[src/hdl/gda_pkg.sv]
// Shared types, microcode ROM and calendar helpers for the Gregorian date unit.
package gda_pkg;

    localparam int YEAR_LIMIT_DEF = 9999;

    localparam int FUNC_W = 2;
    localparam int STAT_W = 2;
    localparam int DAY_W  = 5;
    localparam int MON_W  = 4;
    localparam int YEAR_W = 14;
    localparam int CNT_W  = 22;
    localparam int SPAN_W = 22;

    // Walking year: input year plus the longest add still fits in 16 bits.
    localparam int YR_W   = 16;
    // Day accumulator: covers a full-range span and day-of-year plus count.
    localparam int ACC_W  = 24;
    localparam int R400_W = 9;
    localparam int DOY_W  = 9;
    localparam int PC_W   = 5;
    localparam int K_W    = 3;
    // 400 << 5 is the largest power-of-two multiple of 400 that fits a 14-bit year.
    localparam logic [K_W-1:0] RED_TOP = K_W'(5);
    localparam logic [MON_W-1:0] MONTHS = MON_W'(12);
    localparam logic [R400_W-1:0] CYCLE_LAST = R400_W'(399);

    typedef enum logic [FUNC_W-1:0] {
        FN_VALIDATE,
        FN_ADD,
        FN_DIFF,
        FN_UNUSED
    } func_t;

    typedef enum logic [STAT_W-1:0] {
        ST_OK,
        ST_INVALID,
        ST_OVERFLOW,
        ST_BEFORE
    } status_t;

    typedef enum logic [3:0] {
        OP_NOP,
        OP_REDUCE,
        OP_CHECK_A,
        OP_LOAD_B,
        OP_CHECK_B,
        OP_SPAN_INIT,
        OP_YEAR_ACC,
        OP_ADD_CNT,
        OP_YEAR_SUB,
        OP_MON_INIT,
        OP_MON_SUB,
        OP_FIN_ST,
        OP_FIN_ADD,
        OP_FIN_SPAN
    } op_t;

    typedef enum logic [3:0] {
        CND_NONE,
        CND_ALWAYS,
        CND_K_NZ,
        CND_A_BAD,
        CND_FN_VAL,
        CND_FN_ADD,
        CND_FN_UNUSED,
        CND_B_BAD,
        CND_B_BEFORE,
        CND_YR_NE_B,
        CND_YEAR_MORE,
        CND_YR_OVER,
        CND_MON_MORE
    } cond_t;

    typedef struct packed {
        op_t              op;
        cond_t            cond;
        logic [PC_W-1:0]  target;
        status_t          status;
    } uword_t;

    // Microprogram addresses
    localparam logic [PC_W-1:0] S_IDLE      = PC_W'(0);
    localparam logic [PC_W-1:0] S_RED_A     = PC_W'(1);
    localparam logic [PC_W-1:0] S_CHK_A     = PC_W'(2);
    localparam logic [PC_W-1:0] S_DISP_VAL  = PC_W'(3);
    localparam logic [PC_W-1:0] S_DISP_ADD  = PC_W'(4);
    localparam logic [PC_W-1:0] S_DISP_BAD  = PC_W'(5);
    localparam logic [PC_W-1:0] S_LOAD_B    = PC_W'(6);
    localparam logic [PC_W-1:0] S_RED_B     = PC_W'(7);
    localparam logic [PC_W-1:0] S_CHK_B     = PC_W'(8);
    localparam logic [PC_W-1:0] S_ORDER     = PC_W'(9);
    localparam logic [PC_W-1:0] S_SPAN_INIT = PC_W'(10);
    localparam logic [PC_W-1:0] S_SPAN_WALK = PC_W'(11);
    localparam logic [PC_W-1:0] S_FIN_SPAN  = PC_W'(12);
    localparam logic [PC_W-1:0] S_ADD_CNT   = PC_W'(13);
    localparam logic [PC_W-1:0] S_ADD_WALK  = PC_W'(14);
    localparam logic [PC_W-1:0] S_ADD_OVF   = PC_W'(15);
    localparam logic [PC_W-1:0] S_MON_WALK  = PC_W'(16);
    localparam logic [PC_W-1:0] S_FIN_ADD   = PC_W'(17);
    localparam logic [PC_W-1:0] S_FIN_OK    = PC_W'(18);
    localparam logic [PC_W-1:0] S_FIN_INV   = PC_W'(19);
    localparam logic [PC_W-1:0] S_FIN_OVF   = PC_W'(20);
    localparam logic [PC_W-1:0] S_FIN_BEF   = PC_W'(21);

    // Control store: taken condition jumps to target, else falls to pc + 1.
    function automatic uword_t ucode(input logic [PC_W-1:0] pc);
        uword_t w;
        w = '{OP_NOP, CND_ALWAYS, S_IDLE, ST_OK};
        unique case (pc)
            S_RED_A:     w = '{OP_REDUCE,    CND_K_NZ,      S_RED_A,     ST_OK};
            S_CHK_A:     w = '{OP_CHECK_A,   CND_A_BAD,     S_FIN_INV,   ST_OK};
            S_DISP_VAL:  w = '{OP_NOP,       CND_FN_VAL,    S_FIN_OK,    ST_OK};
            S_DISP_ADD:  w = '{OP_NOP,       CND_FN_ADD,    S_ADD_CNT,   ST_OK};
            S_DISP_BAD:  w = '{OP_NOP,       CND_FN_UNUSED, S_FIN_INV,   ST_OK};
            S_LOAD_B:    w = '{OP_LOAD_B,    CND_NONE,      S_IDLE,      ST_OK};
            S_RED_B:     w = '{OP_REDUCE,    CND_K_NZ,      S_RED_B,     ST_OK};
            S_CHK_B:     w = '{OP_CHECK_B,   CND_B_BAD,     S_FIN_INV,   ST_OK};
            S_ORDER:     w = '{OP_NOP,       CND_B_BEFORE,  S_FIN_BEF,   ST_OK};
            S_SPAN_INIT: w = '{OP_SPAN_INIT, CND_NONE,      S_IDLE,      ST_OK};
            S_SPAN_WALK: w = '{OP_YEAR_ACC,  CND_YR_NE_B,   S_SPAN_WALK, ST_OK};
            S_FIN_SPAN:  w = '{OP_FIN_SPAN,  CND_ALWAYS,    S_IDLE,      ST_OK};
            S_ADD_CNT:   w = '{OP_ADD_CNT,   CND_NONE,      S_IDLE,      ST_OK};
            S_ADD_WALK:  w = '{OP_YEAR_SUB,  CND_YEAR_MORE, S_ADD_WALK,  ST_OK};
            S_ADD_OVF:   w = '{OP_MON_INIT,  CND_YR_OVER,   S_FIN_OVF,   ST_OK};
            S_MON_WALK:  w = '{OP_MON_SUB,   CND_MON_MORE,  S_MON_WALK,  ST_OK};
            S_FIN_ADD:   w = '{OP_FIN_ADD,   CND_ALWAYS,    S_IDLE,      ST_OK};
            S_FIN_OK:    w = '{OP_FIN_ST,    CND_ALWAYS,    S_IDLE,      ST_OK};
            S_FIN_INV:   w = '{OP_FIN_ST,    CND_ALWAYS,    S_IDLE,      ST_INVALID};
            S_FIN_OVF:   w = '{OP_FIN_ST,    CND_ALWAYS,    S_IDLE,      ST_OVERFLOW};
            S_FIN_BEF:   w = '{OP_FIN_ST,    CND_ALWAYS,    S_IDLE,      ST_BEFORE};
            default:     w = '{OP_NOP,       CND_ALWAYS,    S_IDLE,      ST_OK};
        endcase
        return w;
    endfunction

    // Leap rule from year mod 400 and the two low year bits (year mod 4).
    function automatic logic is_leap(input logic [R400_W-1:0] r400, input logic [1:0] ylow);
        return ((ylow == 2'd0) && (r400 != R400_W'(100)) && (r400 != R400_W'(200))
                && (r400 != R400_W'(300))) || (r400 == '0);
    endfunction

    function automatic logic [DAY_W-1:0] month_len(input logic [MON_W-1:0] m, input logic leap);
        logic [DAY_W-1:0] n;
        unique case (m)
            4'd1, 4'd3, 4'd5, 4'd7, 4'd8, 4'd10, 4'd12: n = DAY_W'(31);
            4'd4, 4'd6, 4'd9, 4'd11:                    n = DAY_W'(30);
            4'd2:                                       n = leap ? DAY_W'(29) : DAY_W'(28);
            default:                                    n = '0;
        endcase
        return n;
    endfunction

    function automatic logic [DOY_W-1:0] days_before(input logic [MON_W-1:0] m);
        logic [DOY_W-1:0] n;
        unique case (m)
            4'd2:    n = DOY_W'(31);
            4'd3:    n = DOY_W'(59);
            4'd4:    n = DOY_W'(90);
            4'd5:    n = DOY_W'(120);
            4'd6:    n = DOY_W'(151);
            4'd7:    n = DOY_W'(181);
            4'd8:    n = DOY_W'(212);
            4'd9:    n = DOY_W'(243);
            4'd10:   n = DOY_W'(273);
            4'd11:   n = DOY_W'(304);
            4'd12:   n = DOY_W'(334);
            default: n = '0;
        endcase
        return n;
    endfunction

    // Zero-based day of year of a valid date.
    function automatic logic [DOY_W-1:0] day_of_year(input logic [DAY_W-1:0] d,
                                                     input logic [MON_W-1:0] m,
                                                     input logic leap);
        logic [DOY_W-1:0] extra;
        extra = ((m > MON_W'(2)) && leap) ? DOY_W'(1) : DOY_W'(0);
        return days_before(m) + DOY_W'(d) - DOY_W'(1) + extra;
    endfunction

    function automatic logic [DOY_W-1:0] year_len(input logic leap);
        return leap ? DOY_W'(366) : DOY_W'(365);
    endfunction

    function automatic logic date_ok(input logic [DAY_W-1:0] d, input logic [MON_W-1:0] m,
                                     input logic [YEAR_W-1:0] y, input logic leap,
                                     input logic [YR_W-1:0] limit);
        return (YR_W'(y) <= limit) && (m >= MON_W'(1)) && (m <= MONTHS)
               && (d != '0) && (d <= month_len(m, leap));
    endfunction

    // Multiple of 400 tried at reduction step k.
    function automatic logic [YEAR_W-1:0] red_sub(input logic [K_W-1:0] k);
        return YEAR_W'(400) << k;
    endfunction

endpackage

[src/hdl/gregorian_date_arithmetic.sv]
// Gregorian date unit: validate, add days, day difference; microcoded sequencer.
// Add walks the years rolled over, then at most 11 months; difference walks the
// years from year_a to year_b. Year walks move one year per cycle; one request at
// a time, next start taken in the done cycle.
// rst_n is asynchronous: it returns the sequencer to idle and drops done.
module gregorian_date_arithmetic #(
    parameter int YEAR_LIMIT = gda_pkg::YEAR_LIMIT_DEF
) (
    input  logic                        clk,
    input  logic                        rst_n,
    input  logic                        start,
    output logic                        busy,
    input  logic [gda_pkg::FUNC_W-1:0]  func,
    input  logic [gda_pkg::DAY_W-1:0]   day_a,
    input  logic [gda_pkg::MON_W-1:0]   month_a,
    input  logic [gda_pkg::YEAR_W-1:0]  year_a,
    input  logic [gda_pkg::DAY_W-1:0]   day_b,
    input  logic [gda_pkg::MON_W-1:0]   month_b,
    input  logic [gda_pkg::YEAR_W-1:0]  year_b,
    input  logic [gda_pkg::CNT_W-1:0]   day_count,
    output logic                        done,
    output logic [gda_pkg::STAT_W-1:0]  status,
    output logic [gda_pkg::DAY_W-1:0]   day_out,
    output logic [gda_pkg::MON_W-1:0]   month_out,
    output logic [gda_pkg::YEAR_W-1:0]  year_out,
    output logic [gda_pkg::SPAN_W-1:0]  day_span
);
    import gda_pkg::*;

    // Sequencer control
    logic [PC_W-1:0]   pc_reg, pc_next;
    logic              done_reg, done_next;
    logic [K_W-1:0]    k_reg, k_next;

    // Latched request
    logic [FUNC_W-1:0] func_reg, func_next;
    logic [DAY_W-1:0]  da_reg, da_next, db_reg, db_next;
    logic [MON_W-1:0]  ma_reg, ma_next, mb_reg, mb_next;
    logic [YEAR_W-1:0] ya_reg, ya_next, yb_reg, yb_next;
    logic [CNT_W-1:0]  cnt_reg, cnt_next;

    // Datapath: remainder unit, walking year with its mod-400 phase, day accumulator
    logic [YEAR_W-1:0] rem_reg, rem_next;
    logic [R400_W-1:0] r400_reg, r400_next;
    logic              leap_b_reg, leap_b_next;
    logic [YR_W-1:0]   yr_reg, yr_next;
    logic [ACC_W-1:0]  acc_reg, acc_next;
    logic [MON_W-1:0]  mon_reg, mon_next;

    // Result registers
    logic [STAT_W-1:0] status_reg, status_next;
    logic [DAY_W-1:0]  day_out_reg, day_out_next;
    logic [MON_W-1:0]  month_out_reg, month_out_next;
    logic [YEAR_W-1:0] year_out_reg, year_out_next;
    logic [SPAN_W-1:0] day_span_reg, day_span_next;

    uword_t            cur;
    logic              accept;
    logic              taken;
    logic              leap_rem_a, leap_rem_b, leap_yr;
    logic [DOY_W-1:0]  ylen;
    logic [DAY_W-1:0]  mlen;
    logic [YR_W-1:0]   limit;
    logic              a_ok, b_ok, b_before, yr_ne_b, year_more, yr_over, mon_more;
    logic [R400_W-1:0] r400_inc;
    logic [YEAR_W-1:0] red_val;

    assign busy   = (pc_reg != S_IDLE);
    assign accept = start && !busy;
    assign cur    = ucode(pc_reg);
    assign limit  = YR_W'(YEAR_LIMIT);

    // rem_reg holds year mod 400 once a reduction loop has run out.
    assign leap_rem_a = is_leap(rem_reg[R400_W-1:0], ya_reg[1:0]);
    assign leap_rem_b = is_leap(rem_reg[R400_W-1:0], yb_reg[1:0]);
    assign leap_yr    = is_leap(r400_reg, yr_reg[1:0]);
    assign ylen       = year_len(leap_yr);
    assign mlen       = month_len(mon_reg, leap_yr);
    assign red_val    = red_sub(k_reg);
    assign r400_inc   = (r400_reg == CYCLE_LAST) ? '0 : r400_reg + R400_W'(1);

    assign a_ok      = date_ok(da_reg, ma_reg, ya_reg, leap_rem_a, limit);
    assign b_ok      = date_ok(db_reg, mb_reg, yb_reg, leap_rem_b, limit);
    // Both dates are valid here, so field order is date order.
    assign b_before  = {yb_reg, mb_reg, db_reg} < {ya_reg, ma_reg, da_reg};
    assign yr_ne_b   = (yr_reg != YR_W'(yb_reg));
    assign year_more = (acc_reg >= ACC_W'(ylen));
    assign yr_over   = (yr_reg > limit);
    assign mon_more  = (mon_reg < MONTHS) && (acc_reg >= ACC_W'(mlen));

    // Jump condition select
    always_comb
    begin
        unique case (cur.cond)
            CND_NONE:      taken = 1'b0;
            CND_ALWAYS:    taken = 1'b1;
            CND_K_NZ:      taken = (k_reg != '0);
            CND_A_BAD:     taken = !a_ok;
            CND_FN_VAL:    taken = (func_reg == FN_VALIDATE);
            CND_FN_ADD:    taken = (func_reg == FN_ADD);
            CND_FN_UNUSED: taken = (func_reg == FN_UNUSED);
            CND_B_BAD:     taken = !b_ok;
            CND_B_BEFORE:  taken = b_before;
            CND_YR_NE_B:   taken = yr_ne_b;
            CND_YEAR_MORE: taken = year_more;
            CND_YR_OVER:   taken = yr_over;
            CND_MON_MORE:  taken = mon_more;
            default:       taken = 1'b0;
        endcase
    end

    // Datapath controlled by the current control word
    always_comb
    begin
        pc_next        = taken ? cur.target : pc_reg + PC_W'(1);
        done_next      = 1'b0;
        k_next         = k_reg;
        func_next      = func_reg;
        da_next        = da_reg;
        ma_next        = ma_reg;
        ya_next        = ya_reg;
        db_next        = db_reg;
        mb_next        = mb_reg;
        yb_next        = yb_reg;
        cnt_next       = cnt_reg;
        rem_next       = rem_reg;
        r400_next      = r400_reg;
        leap_b_next    = leap_b_reg;
        yr_next        = yr_reg;
        acc_next       = acc_reg;
        mon_next       = mon_reg;
        status_next    = status_reg;
        day_out_next   = day_out_reg;
        month_out_next = month_out_reg;
        year_out_next  = year_out_reg;
        day_span_next  = day_span_reg;

        if (accept)
        begin
            // Start transfer: latch the request and begin reducing year A
            func_next = func;
            da_next   = day_a;
            ma_next   = month_a;
            ya_next   = year_a;
            db_next   = day_b;
            mb_next   = month_b;
            yb_next   = year_b;
            cnt_next  = day_count;
            rem_next  = year_a;
            k_next    = RED_TOP;
            pc_next   = S_RED_A;
        end
        else
        begin
            unique case (cur.op)
                OP_NOP:
                begin
                end
                OP_REDUCE:
                begin
                    if (rem_reg >= red_val)
                        rem_next = rem_reg - red_val;
                    if (k_reg != '0)
                        k_next = k_reg - K_W'(1);
                end
                OP_CHECK_A:
                begin
                    r400_next = rem_reg[R400_W-1:0];
                    yr_next   = YR_W'(ya_reg);
                    acc_next  = ACC_W'(day_of_year(da_reg, ma_reg, leap_rem_a));
                end
                OP_LOAD_B:
                begin
                    rem_next = yb_reg;
                    k_next   = RED_TOP;
                end
                OP_CHECK_B:
                begin
                    leap_b_next = leap_rem_b;
                end
                OP_SPAN_INIT:
                begin
                    // May wrap negative; the year walk brings it back into range.
                    acc_next = ACC_W'(day_of_year(db_reg, mb_reg, leap_b_reg)) - acc_reg;
                end
                OP_YEAR_ACC:
                begin
                    if (yr_ne_b)
                    begin
                        acc_next  = acc_reg + ACC_W'(ylen);
                        yr_next   = yr_reg + YR_W'(1);
                        r400_next = r400_inc;
                    end
                end
                OP_ADD_CNT:
                begin
                    acc_next = acc_reg + ACC_W'(cnt_reg);
                end
                OP_YEAR_SUB:
                begin
                    if (year_more)
                    begin
                        acc_next  = acc_reg - ACC_W'(ylen);
                        yr_next   = yr_reg + YR_W'(1);
                        r400_next = r400_inc;
                    end
                end
                OP_MON_INIT:
                begin
                    mon_next = MON_W'(1);
                end
                OP_MON_SUB:
                begin
                    if (mon_more)
                    begin
                        acc_next = acc_reg - ACC_W'(mlen);
                        mon_next = mon_reg + MON_W'(1);
                    end
                end
                OP_FIN_ST:
                begin
                    done_next      = 1'b1;
                    status_next    = cur.status;
                    day_out_next   = '0;
                    month_out_next = '0;
                    year_out_next  = '0;
                    day_span_next  = '0;
                end
                OP_FIN_ADD:
                begin
                    done_next      = 1'b1;
                    status_next    = ST_OK;
                    day_out_next   = acc_reg[DAY_W-1:0] + DAY_W'(1);
                    month_out_next = mon_reg;
                    year_out_next  = yr_reg[YEAR_W-1:0];
                    day_span_next  = '0;
                end
                OP_FIN_SPAN:
                begin
                    done_next      = 1'b1;
                    day_out_next   = '0;
                    month_out_next = '0;
                    year_out_next  = '0;
                    if (acc_reg[ACC_W-1:SPAN_W] != '0)
                    begin
                        status_next   = ST_OVERFLOW;
                        day_span_next = '0;
                    end
                    else
                    begin
                        status_next   = ST_OK;
                        day_span_next = acc_reg[SPAN_W-1:0];
                    end
                end
                default:
                begin
                end
            endcase
        end
    end

    // Control state
    always_ff @(posedge clk or negedge rst_n)
    begin
        if (!rst_n)
        begin
            pc_reg   <= S_IDLE;
            done_reg <= 1'b0;
            k_reg    <= '0;
        end
        else
        begin
            pc_reg   <= pc_next;
            done_reg <= done_next;
            k_reg    <= k_next;
        end
    end

    // Payload and datapath
    always_ff @(posedge clk)
    begin
        func_reg      <= func_next;
        da_reg        <= da_next;
        ma_reg        <= ma_next;
        ya_reg        <= ya_next;
        db_reg        <= db_next;
        mb_reg        <= mb_next;
        yb_reg        <= yb_next;
        cnt_reg       <= cnt_next;
        rem_reg       <= rem_next;
        r400_reg      <= r400_next;
        leap_b_reg    <= leap_b_next;
        yr_reg        <= yr_next;
        acc_reg       <= acc_next;
        mon_reg       <= mon_next;
        status_reg    <= status_next;
        day_out_reg   <= day_out_next;
        month_out_reg <= month_out_next;
        year_out_reg  <= year_out_next;
        day_span_reg  <= day_span_next;
    end

    assign done      = done_reg;
    assign status    = status_reg;
    assign day_out   = day_out_reg;
    assign month_out = month_out_reg;
    assign year_out  = year_out_reg;
    assign day_span  = day_span_reg;

`ifndef NO_ASSERTIONS
    // Every result leaves the sequencer back at idle.
    a_done_idle: assert property (@(posedge clk) disable iff (!rst_n)
        done |-> !busy)
        else $error("done raised while sequencer busy");

    // A start transfer always launches the microprogram.
    a_start_busy: assert property (@(posedge clk) disable iff (!rst_n)
        (start && !busy) |=> busy)
        else $error("start transfer did not launch sequencer");

    // Failed requests carry no date or span.
    a_err_zero: assert property (@(posedge clk) disable iff (!rst_n)
        (done && (status != ST_OK)) |->
            (day_out == '0) && (month_out == '0) && (year_out == '0) && (day_span == '0))
        else $error("error result with nonzero fields");

    // A good add lands on a real month and a nonzero day.
    a_add_range: assert property (@(posedge clk) disable iff (!rst_n)
        (done && (status == ST_OK) && (func_reg == FN_ADD)) |->
            (month_out >= MON_W'(1)) && (month_out <= MONTHS) && (day_out != '0))
        else $error("add result outside calendar range");
`endif

endmodule
[config.mk]
export PLATFORM = sky130hd
export DESIGN_NAME = gregorian_date_arithmetic
export DESIGN_NICKNAME = d
export VERILOG_FILES = /design/src/hdl/gda_pkg.sv /design/src/hdl/gregorian_date_arithmetic.sv
export SDC_FILE = /design/constraint.sdc
export NUM_CORES = 1
export LEC_CHECK = 0
export ABC_AREA = 1
export ABC_CLOCK_PERIOD_IN_PS = 4600
export BUFFER_PORTS_ARGS = -buffer_cell sky130_fd_sc_hd__buf_2
export CORE_MARGIN = 1
export CORE_UTILIZATION = 40
export CTS_BUF_LIST = sky130_fd_sc_hd__clkbuf_8
export DETAILED_ROUTE_END_ITERATION = 6
export GPL_TIMING_DRIVEN = 0
export PLACE_DENSITY = 0.58
export SLEW_MARGIN = 15
export SYNTH_ARGS = -nofsm -noshare
export SYNTH_HDL_FRONTEND = slang
export SYNTH_SLANG_ARGS = --single-unit
[constraint.sdc]
create_clock -name clk -period 4.6 [get_ports clk]
set_input_delay 0.46 -clock clk [delete_from_list [all_inputs] [get_ports clk]]
set_output_delay 0.46 -clock clk [all_outputs]
set_load 0.02 [all_outputs]
==> results.cfg, run 1 <==
[placed_design]
place.port_buffers = 121
gp_congestion = 0.9621
dp_hpwl_um = 38670

[logic_synthesis]
synth-seq-cells = 212
ys_types = 53
synth.top_cells.by_count = nand2_1, inv_1, nor2_1, edfxtp_1, nand3_1
syn_inst = 2064
synth.most_common_cell = nand2_1
ys.flop_type = edfxtp_1
synth_area_leader_cell = edfxtp_1
avgSynthCellArea_um2 = 7.761
synth_top_area_frac = 0.3468
yosysSeqAreaShare = 0.3833
ys_warn_count = 0
synth-edff-count = 185
async_flop_share = 0.04245
syn-num-nets = 2286
syn_area_mm2 = 0.01602
synth_area_leaders = edfxtp_1, ha_1, nand2_1

[route]
final_antenna_net_count = 0
wl_per_cell_um = 16.96
wl_um = 48180
viasPerCell = 5.135
drcViolationCount = 0
drtIter0Drc = 1205
drt_pre_antenna_iters = 5
dr_total_vias = 14580

[power_and_ir_drop]
power.share.sequential = 0.256
swShare = 0.5011
p_sw_mw = 7.580
comb_power_share = 0.604
p_per_area_mw_per_mm2 = 801.8
ir_drop_mv = 0.3608
intPower_mw = 7.549
clkPwrFrac = 0.140
leakagePower_nw = 8.768

[cts]
cts_buffers = 42
path_clk_slew_ns = 0.06
cts_max_level = 2
clock_latency_ns = 0.61
clock_sink_count = 212
tritoncts = yes
cts_root_buf = clkbuf_8
cts_max_path_buffers = 3

[timing]
tightest_slew_ns = 1.148
hold_violations = 0
slew_viol_final = 0
setup_tns_ns = 0
relSlewSlack = 0.2277
fin_crit_sh = 0.9331
setup_viol = 0
layout_min_cycle_time_ns = 4.292
clock_skew_ns = 0.01589
clock.fmax_mhz = 233.0

[floorplan]
start_util = 0.4097
rows = 72
core_mm2 = 0.03910
die_w_um = 202.1
dieArea_mm2 = 0.04085
die_h_um = 202.1
ios = 122

[global_route]
antenna_found_initial = 1
grt_usage = 0.2363
grt_pass1_wl_um = 75280
grt_pass1_vias = 13730
grt-ovfl-total = 0
grt_max_degree = 53

[finish]
finish.utilization = 0.4826
seq_area_mm2 = 0.006142
fillers = 3964
largest_reg_flops = 24
multi_input_area_mm2 = 0.008559
antenna_cells = 0
syn2layout_area_growth_pct = 17.79
drive_above_1_share = 0.1322
layout.nets = 2511

[critical_path]
critPathLaunchType = flop
critPathRequiredTime_ns = 4.95
crit_path_end_kind = flop
crit_type = flop to flop
arrival_ns = 4.64
ff2ff_setup_slack_ns = 0.31
crit_path_max_fanout = 10

[flow_run]
max_cap_violations = 0

[worst_hold_path]
hold_class = primary input to flop

[run_status]
outcome = completed
## path summary, 6_finish.rpt
check,start,to,cells past startpoint
worst min-delay path,day_count[0],cnt_reg[0]$_DFFE_PP_,1
worst max-delay path,pc_reg[0]$_DFF_PN0_,acc_reg[16]$_SDFFCE_PP0P_,27
max in group asynchronous,rst_n,pc_reg[1]$_DFFE_PN0P_,2
worst max register to register,pc_reg[0]$_DFF_PN0_,acc_reg[16]$_SDFFCE_PP0P_,27
min in group asynchronous,rst_n,done$_DFF_PN0_,2
worst min register to register,rem_reg[1]$_DFFE_PP_,r400_reg[1]$_DFFE_PP_,2
## final cells by class
class | instances | area share
Multi-Input combinational cell | 1510 | 0.4536
Sequential cell | 212 | 0.3255
Timing Repair Buffer | 181 | 0.06478
Inverter | 307 | 0.06134
Tap cell | 518 | 0.03435
Clock buffer | 43 | 0.03136
Clock inverter | 34 | 0.01658
Buffer | 35 | 0.01247
## layer usage
layer  vias up  track usage  share of wire
li1       7364            -              -
met1      6743       0.3349           0.48
met2       405       0.3709           0.44
met3        68      0.04031          0.061
met4         2      0.06337          0.019
met5         -            0        0.00027
## what timing repair did
| action | CTS | global route |
|---|---|---|
| hold buffers | 49 | 0 |
| setup endpoints to repair | 4 | 27 |
| buffers inserted | 0 | 6 |
| endpoints found under the hold margin | 57 | 0 |
| gates resized for setup | 3 | 13 |
| pin swaps | 0 | 2 |
| cloned | 0 | 0 |
## metrics by stage
stage          instances  instance area, um^2  setup slack (ns)  hold WS [ns]  total power, mW
2_1_floorplan       2064                16020           0.07859        0.1644            10.16
4_1_cts             2834                18770           0.04097     0.0001394            15.07
3_5_place_dp        2708                17370           -0.1822        0.3323            12.83
5_1_grt             2840                18870        -0.0008185      0.006460            16.51
6_report            2840                18870            0.3078       0.04081            15.13
3_3_place_gp        2703                17270            -1.853        0.3317            12.45
## logic make-up after synthesis
kind of cell	after synthesis	synth area share
AOI/OAI and AO/OA	325	0.1136
xor gates and xnor gates	56	0.03062
adders and majority gates	149	0.1192
buffers and inverters	342	0.08670
DFF	212	0.3833
and+or+nand+nor	980	0.2666
## power groups by stage
| stage | Clock (mW) | Sequential, mW | Combinational (mW) |
|---|---|---|---|
| 2_1_floorplan | 0 | 3.83 | 6.33 |
| 3_3_place_gp | 0 | 3.90 | 8.54 |
| 3_5_place_dp | 0 | 3.90 | 8.93 |
| 4_1_cts | 2.18 | 3.87 | 9.02 |
| 5_1_grt | 2.26 | 3.94 | 10.3 |
| 6_report | 2.12 | 3.87 | 9.14 |
## cells in the final DEF (no fill, tap or decap), types with 43 or more instances in the layout
master         synthesis  routed
ha_1                 143     142
nor2_1               248     246
buf_2                 10     131
inv_1                286     296
dlygate4sd3_1          0      49
nand2_1              439     437
o21ai_0              126     123
a21oi_1              124     121
edfxtp_1             185     185
nand3_1              154     154
clkbuf_8               0      43
## critical path, stage by stage, from the launching register on
cell and delay [ns]:
dfrtp_1 0.48, inv_1 0.16, ha_2 0.24, nor2_1 0.05
nor2_1 0.14, nand2_1 0.07, nand2_1 0.08, nand2_1 0.09
o21ai_2 0.16, nand2_4 0.12, nor2_4 0.17, inv_2 0.07
buf_2 0.19, o21ai_1 0.13, inv_1 0.07, ha_1 0.19
inv_1 0.07, fa_1 0.15, inv_1 0.06, nand3_1 0.07
nand2_1 0.17, a21oi_4 0.27, o21ai_0 0.16, nand3_1 0.10
nand2_1 0.06, or2_2 0.27, nand3_1 0.15, nand3_1 0.10
(Power assumes the default switching activity.)
==> run 2, diff against run 1 <==
- BUFFER_PORTS_ARGS: -buffer_cell sky130_fd_sc_hd__buf_2 -> -buffer_cell sky130_fd_sc_hd__clkbuf_2
==> run 2 against run 1 <==
Effect of this change: total power is 0.15% higher; first-iteration DRC count rose by 4.1%; largest cell class unchanged; via count rose by 0.71%; critical path depth fell by 4; design area rose by 0.35%; clock skew up 0.0037 ns; register-to-register slack about the same; critical path type unchanged.
==> results.cfg, run 2 (same netlist as run 1, synthesis figures left out) <==
[global_route]
grt_pass1_wl_um = 75930
antenna_found_initial = 0
grt-ovfl-total = 0
grt_max_degree = 54
grt_usage = 0.2395
grt_pass1_vias = 13750

[floorplan]
dieArea_mm2 = 0.04085
core_mm2 = 0.03910
die_w_um = 202.1
die_h_um = 202.1
rows = 72
ios = 122
start_util = 0.4097

[critical_path]
crit_chain = inv_1, ha_1, nand2_1, nand2_1, nand2_1, nand2_1, nand2_1, o21ai_2, nand2_4, nor2_4, inv_2, buf_2, or2_1, ha_1, a21oi_1, nand2_2, a21oi_4, o21ai_0, nand3_1, nand2_1, or2_2, nand3_1, nand3_1
critPathRequiredTime_ns = 4.96
startpoint = pc_reg[1]$_DFFE_PN0P_
critical-path-max-stage-delay_ns = 0.44
crit_path_frequent_cell = nand2_1
ff2ff_setup_slack_ns = 0.29
crit_path_max_fanout = 10
worstReg2RegStart = pc_reg[1]$_DFFE_PN0P_
crit_path_end_kind = flop
arrival_ns = 4.66
critPathLaunchType = flop
crit_type = flop to flop
slowest_stage = dfrtp_2

[timing]
layout_min_cycle_time_ns = 4.305
rsz0062_at_grt = false
relSlewSlack = 0.3087
setup_ws_ns = 0.2949
setup_tns_ns = 0
fin_hold_ws_ns = 0.04489
slew_viol_final = 0
setup_viol = 0
fin_crit_sh = 0.9359
tightest_slew_ns = 1.035
clock.fmax_mhz = 232.3
hold_violations = 0
clock_skew_ns = 0.01958

[finish]
layout.nets = 2519
syn2layout_area_growth_pct = 18.21
finish.utilization = 0.4843
seq_area_mm2 = 0.006143
antenna_cells = 0
final_cells = 2848
fillers = 3978
final_area_mm2 = 0.01894
multi_input_area_mm2 = 0.008558
final_cell_mix = nand2_1, inv_1, nor2_1, edfxtp_1, nand3_1
largest_reg_flops = 24
drive_above_1_share = 0.1322
final_common_cell = nand2_1

[power_and_ir_drop]
finalPower_mw = 15.15
leakagePower_nw = 8.802
ir_drop_mv = 0.4070
p_per_area_mw_per_mm2 = 800.2

[cts]
cts_buffers = 43
clock_latency_ns = 0.62
path_clk_slew_ns = 0.06
clock_sink_count = 212
cts_root_buf = clkbuf_8
cts_max_path_buffers = 3
cts_max_level = 2
tritoncts = yes

[route]
drcViolationCount = 0
wl_um = 49020
viasPerCell = 5.157
final_antenna_net_count = 0
dr_total_vias = 14690
drtIter0Drc = 1255
wl_per_cell_um = 17.21
drt_pre_antenna_iters = 7

[worst_hold_path]
hold_path.startpoint = year_a[9]
hold_class = primary input to flop

[placed_design]
gp_congestion = 0.9626
place_inst = 2709
place.port_buffers = 121
dpl_cell_area_mm2 = 0.01738
dp_hpwl_um = 39110
pre_cts_ws_ns = -0.1865

[run_status]
outcome = completed

[flow_run]
max_cap_violations = 0
run 2: changes by cell type in the layout (fill, tap and decap cells not counted), moves of 3 or more:
| cell | previous run | this run |
|---|---|---|
| buf_2 | 131 | 10 |
| clkbuf_2 | 1 | 122 |
| dlygate4sd3_1 | 49 | 56 |
| clkbuf_8 | 43 | 48 |
| o21ai_1 | 7 | 10 |
run 2: path summary, 6_finish.rpt:
path	to	cells after the start
max	acc_reg[16]$_SDFFCE_PP0P_	23
min	ya_reg[9]$_DFFE_PP_	1
max reg2reg	acc_reg[16]$_SDFFCE_PP0P_	23
min reg2reg	r400_reg[1]$_DFFE_PP_	2
max in group asynchronous	pc_reg[0]$_DFF_PN0_	2
min in group asynchronous	k_reg[2]$_DFFE_PN0P_	2
run 2: report_power, final:
part | total, mW | internal (mW) | switching, mW
Clock | 2.09 | 1.19 | 0.901
Combinational | 9.20 | 3.09 | 6.11
Sequential | 3.86 | 3.25 | 0.614
run 2: final cells by class:
type	instances	share of cell area
clock inverter	30	0.01269
timing repair buffer	188	0.06826
multi-input combinational	1510	0.4520
clock buffer	48	0.03489
sequential	212	0.3244
buffer	35	0.01242
inverter	307	0.06112
tap	518	0.03423
run 2: metal layers:
layer / GRT usage / share of wire
met5: 0 / 0
met4: 0.07760 / 0.026
met3: 0.04144 / 0.065
met2: 0.3781 / 0.44
met1: 0.3320 / 0.47
run 2: worst max-delay path, delay by kind of cell (launching register included):
family / cells / cell delay (ns)
adders and majority gates: 2 / 0.55
and+or+nand+nor: 14 / 1.88
DFF: 1 / 0.44
buffers and inverters: 3 / 0.45
AOI/OAI and AO/OA: 4 / 0.72
run 2: what timing repair did:
item | 4_1_cts | 5_1_grt
setup buffers | 0 | 5
gates resized for setup | 2 | 13
hold buffers | 56 | 0
pin swaps | 0 | 1
endpoints found under the setup margin | 4 | 16
endpoints found under the hold margin | 64 | 0
==> run 3, diff against run 2 <==
- ABC_AREA: 1 -> not set
==> run 3 against run 2 <==
Effect of this change: largest power group unchanged; fmax shrank 3.2%; cell count shrank 17%; sequential cell count is the same; highest routed layer unchanged; routed wire length shrank 12%; clock power shrank 8%; critical path depth shrank 7; clock-buffer cell count grew 1.
==> results.cfg, run 3 <==
[run_status]
outcome = completed

[finish]
drive_above_1_share = 0.1789
largest_reg_flops = 24
finish.utilization = 0.4909
final_common_cell = edfxtp_1
syn2layout_area_growth_pct = 21.12
final_cells = 2372
antenna_cells = 0
final_cell_mix = edfxtp_1, nand2_1, ha_1, inv_1, clkbuf_2
layout.nets = 2050
fillers = 3576

[timing]
clock.fmax_mhz = 224.8
layout_min_cycle_time_ns = 4.448
slew_viol_final = 0
relSlewSlack = 0.4109
clock_skew_ns = 0.04428
rsz0062_at_grt = true
hold_violations = 0
tightest_slew_ns = 0.8591
setup_viol = 0
fin_crit_sh = 0.9669

[critical_path]
crit_chain = buf_4, nand2b_4, a311o_1, a22oi_2, clkbuf_8, nand2_4, or2_2, ha_2, a211oi_2, o21ai_0, o22ai_4, o21bai_1, a21o_1, nand4_1, mux2i_1, or4_1
critPathLaunchType = flop
critPathTopFamily = compound AO/OA/AOI/OAI gates
crit_path_end_kind = flop
path_buf_inv = 2
crit_type = flop to flop
slowest_stage = or4_1
startpoint = pc_reg[2]$_DFF_PN0_
critPathRequiredTime_ns = 4.93
critical-path-max-stage-delay_ns = 0.46
arrival_ns = 4.78
worstReg2RegStart = pc_reg[2]$_DFF_PN0_
crit_path_max_fanout = 10

[cts]
clock_sink_count = 212
cts_buffers = 41
cts_root_buf = clkbuf_8
tritoncts = yes
cts_max_path_buffers = 3
clock_latency_ns = 0.63
cts_max_level = 2
path_clk_slew_ns = 0.06

[power_and_ir_drop]
intPower_mw = 7.653
power.share.sequential = 0.262
comb_power_share = 0.603
p_per_area_mw_per_mm2 = 772.5
ir_drop_mv = 0.5101
leakagePower_nw = 7.720
swShare = 0.4629
clkPwrFrac = 0.135
p_sw_mw = 6.596

[placed_design]
dp_hpwl_um = 32310
place.port_buffers = 121
gp_congestion = 0.8977
place_inst = 2230

[logic_synthesis]
synth.top_cells.by_count = edfxtp_1, ha_1, nand2_1, inv_1, a21oi_1
synth.most_common_cell = edfxtp_1
synth_area_leaders = edfxtp_1, ha_1, nand2_1
avgSynthCellArea_um2 = 9.566
synth-seq-cells = 212
ys.flop_type = edfxtp_1
syn_area_mm2 = 0.01523
async_flop_share = 0.04245
synth-edff-count = 185
synth_area_leader_cell = edfxtp_1
ys_types = 92
syn_inst = 1592
yosysSeqAreaShare = 0.4032
syn-num-nets = 1814
synth_top_area_frac = 0.3648
ys_warn_count = 0

[global_route]
antenna_found_initial = 0
grt_usage = 0.2226
grt-ovfl-total = 0
grt_max_degree = 30
grt_pass1_vias = 12170
grt_pass1_wl_um = 66940

[route]
wl_um = 43300
viasPerCell = 5.440
drtIter0Drc = 833
drt_pre_antenna_iters = 5
final_antenna_net_count = 0
wl_per_cell_um = 18.25
dr_total_vias = 12900
drcViolationCount = 0

[worst_hold_path]
hold_path.startpoint = day_count[10]
hold_class = primary input to flop

[floorplan]
ios = 122
core_mm2 = 0.03758
die_w_um = 197.1
rows = 71
dieArea_mm2 = 0.03886
start_util = 0.4053
die_h_um = 197.1

[flow_run]
max_cap_violations = 0
==> run 3: layout make-up <==
type                    count  area [um^2]  share of cell area
plain buffers              66        330.3             0.01791
repair buffers            196         1346             0.07298
inverters                 119        449.2             0.02435
well taps                 511        639.4             0.03466
flip-flops and latches    212         6143              0.3330
clock buffers              49        674.4             0.03656
clock inverters            27        158.9            0.008614
multi-input cells        1192         8705              0.4719
==> run 3: what timing repair did <==
| action | in CTS | in global routing |
|---|---|---|
| setup endpoints to repair | 49 | 52 |
| setup buffers | 21 | 15 |
| hold buffers | 34 | 0 |
| endpoints found under the hold margin | 42 | 0 |
| pin swaps | 7 | 24 |
| gates resized for setup | 35 | 56 |
==> run 3: power groups by stage <==
| stage | sequential, mW | clock, mW | combinational [mW] |
|---|---|---|---|
| 2_1_floorplan | 3.62 | 0 | 5.70 |
| 3_3_place_gp | 3.80 | 0 | 7.51 |
| 3_5_place_dp | 3.75 | 0 | 7.85 |
| 4_1_cts | 3.70 | 1.98 | 8.27 |
| 5_1_grt | 3.81 | 2.06 | 9.48 |
| 6_report | 3.74 | 1.92 | 8.59 |
==> run 3: path summary, 6_finish.rpt <==
kind | end | slack [ns] | depth (start not counted)
max | acc_reg[17]$_SDFFCE_PP0P_ | 0.15 | 16
min | cnt_reg[10]$_DFFE_PP_ | 0.04 | 1
max reg2reg | acc_reg[17]$_SDFFCE_PP0P_ | 0.15 | 16
min reg2reg | r400_reg[1]$_DFFE_PP_ | 0.57 | 2
max in group asynchronous | pc_reg[0]$_DFF_PN0_ | 4.04 | 2
min in group asynchronous | done$_DFF_PN0_ | 0.27 | 2
==> run 3: cell families after synthesis <==
logic type | count (synthesis) | share of synthesized area
simple gates | 516 | 0.1724
xor+xnor | 95 | 0.05463
flops | 212 | 0.4032
mux | 41 | 0.02900
compound gates | 391 | 0.1669
fa+ha+maj | 149 | 0.1254
buf+inv | 188 | 0.04847
==> run 3: routing by layer <==
| metal | GRT usage | up-vias | share of wire |
|---|---|---|---|
| li1 | - | 6291 | - |
| met1 | 0.3140 | 6099 | 0.47 |
| met2 | 0.3365 | 427 | 0.43 |
| met3 | 0.03824 | 87 | 0.063 |
| met4 | 0.09159 | 0 | 0.031 |
| met5 | 0 | - | 0 |
==> run 3: per-stage QoR <==
stage / total power [mW] / instance area, um^2 / setup TNS [ns] / hold slack (ns) / setup slack (ns)
finish: 14.25 / 18450 / 0 / 0.04091 / 0.1525
global route: 15.34 / 18450 / -0.1353 / 0.01511 / -0.06958
CTS: 13.95 / 18120 / 0 / 0.0004676 / 0.004133
detailed placement: 11.60 / 16640 / -24.30 / 0.3737 / -1.534
global placement: 11.32 / 16480 / -195.95 / 0.3784 / -1.679
floorplan: 9.323 / 15240 / 0 / 0.1644 / 0.03043
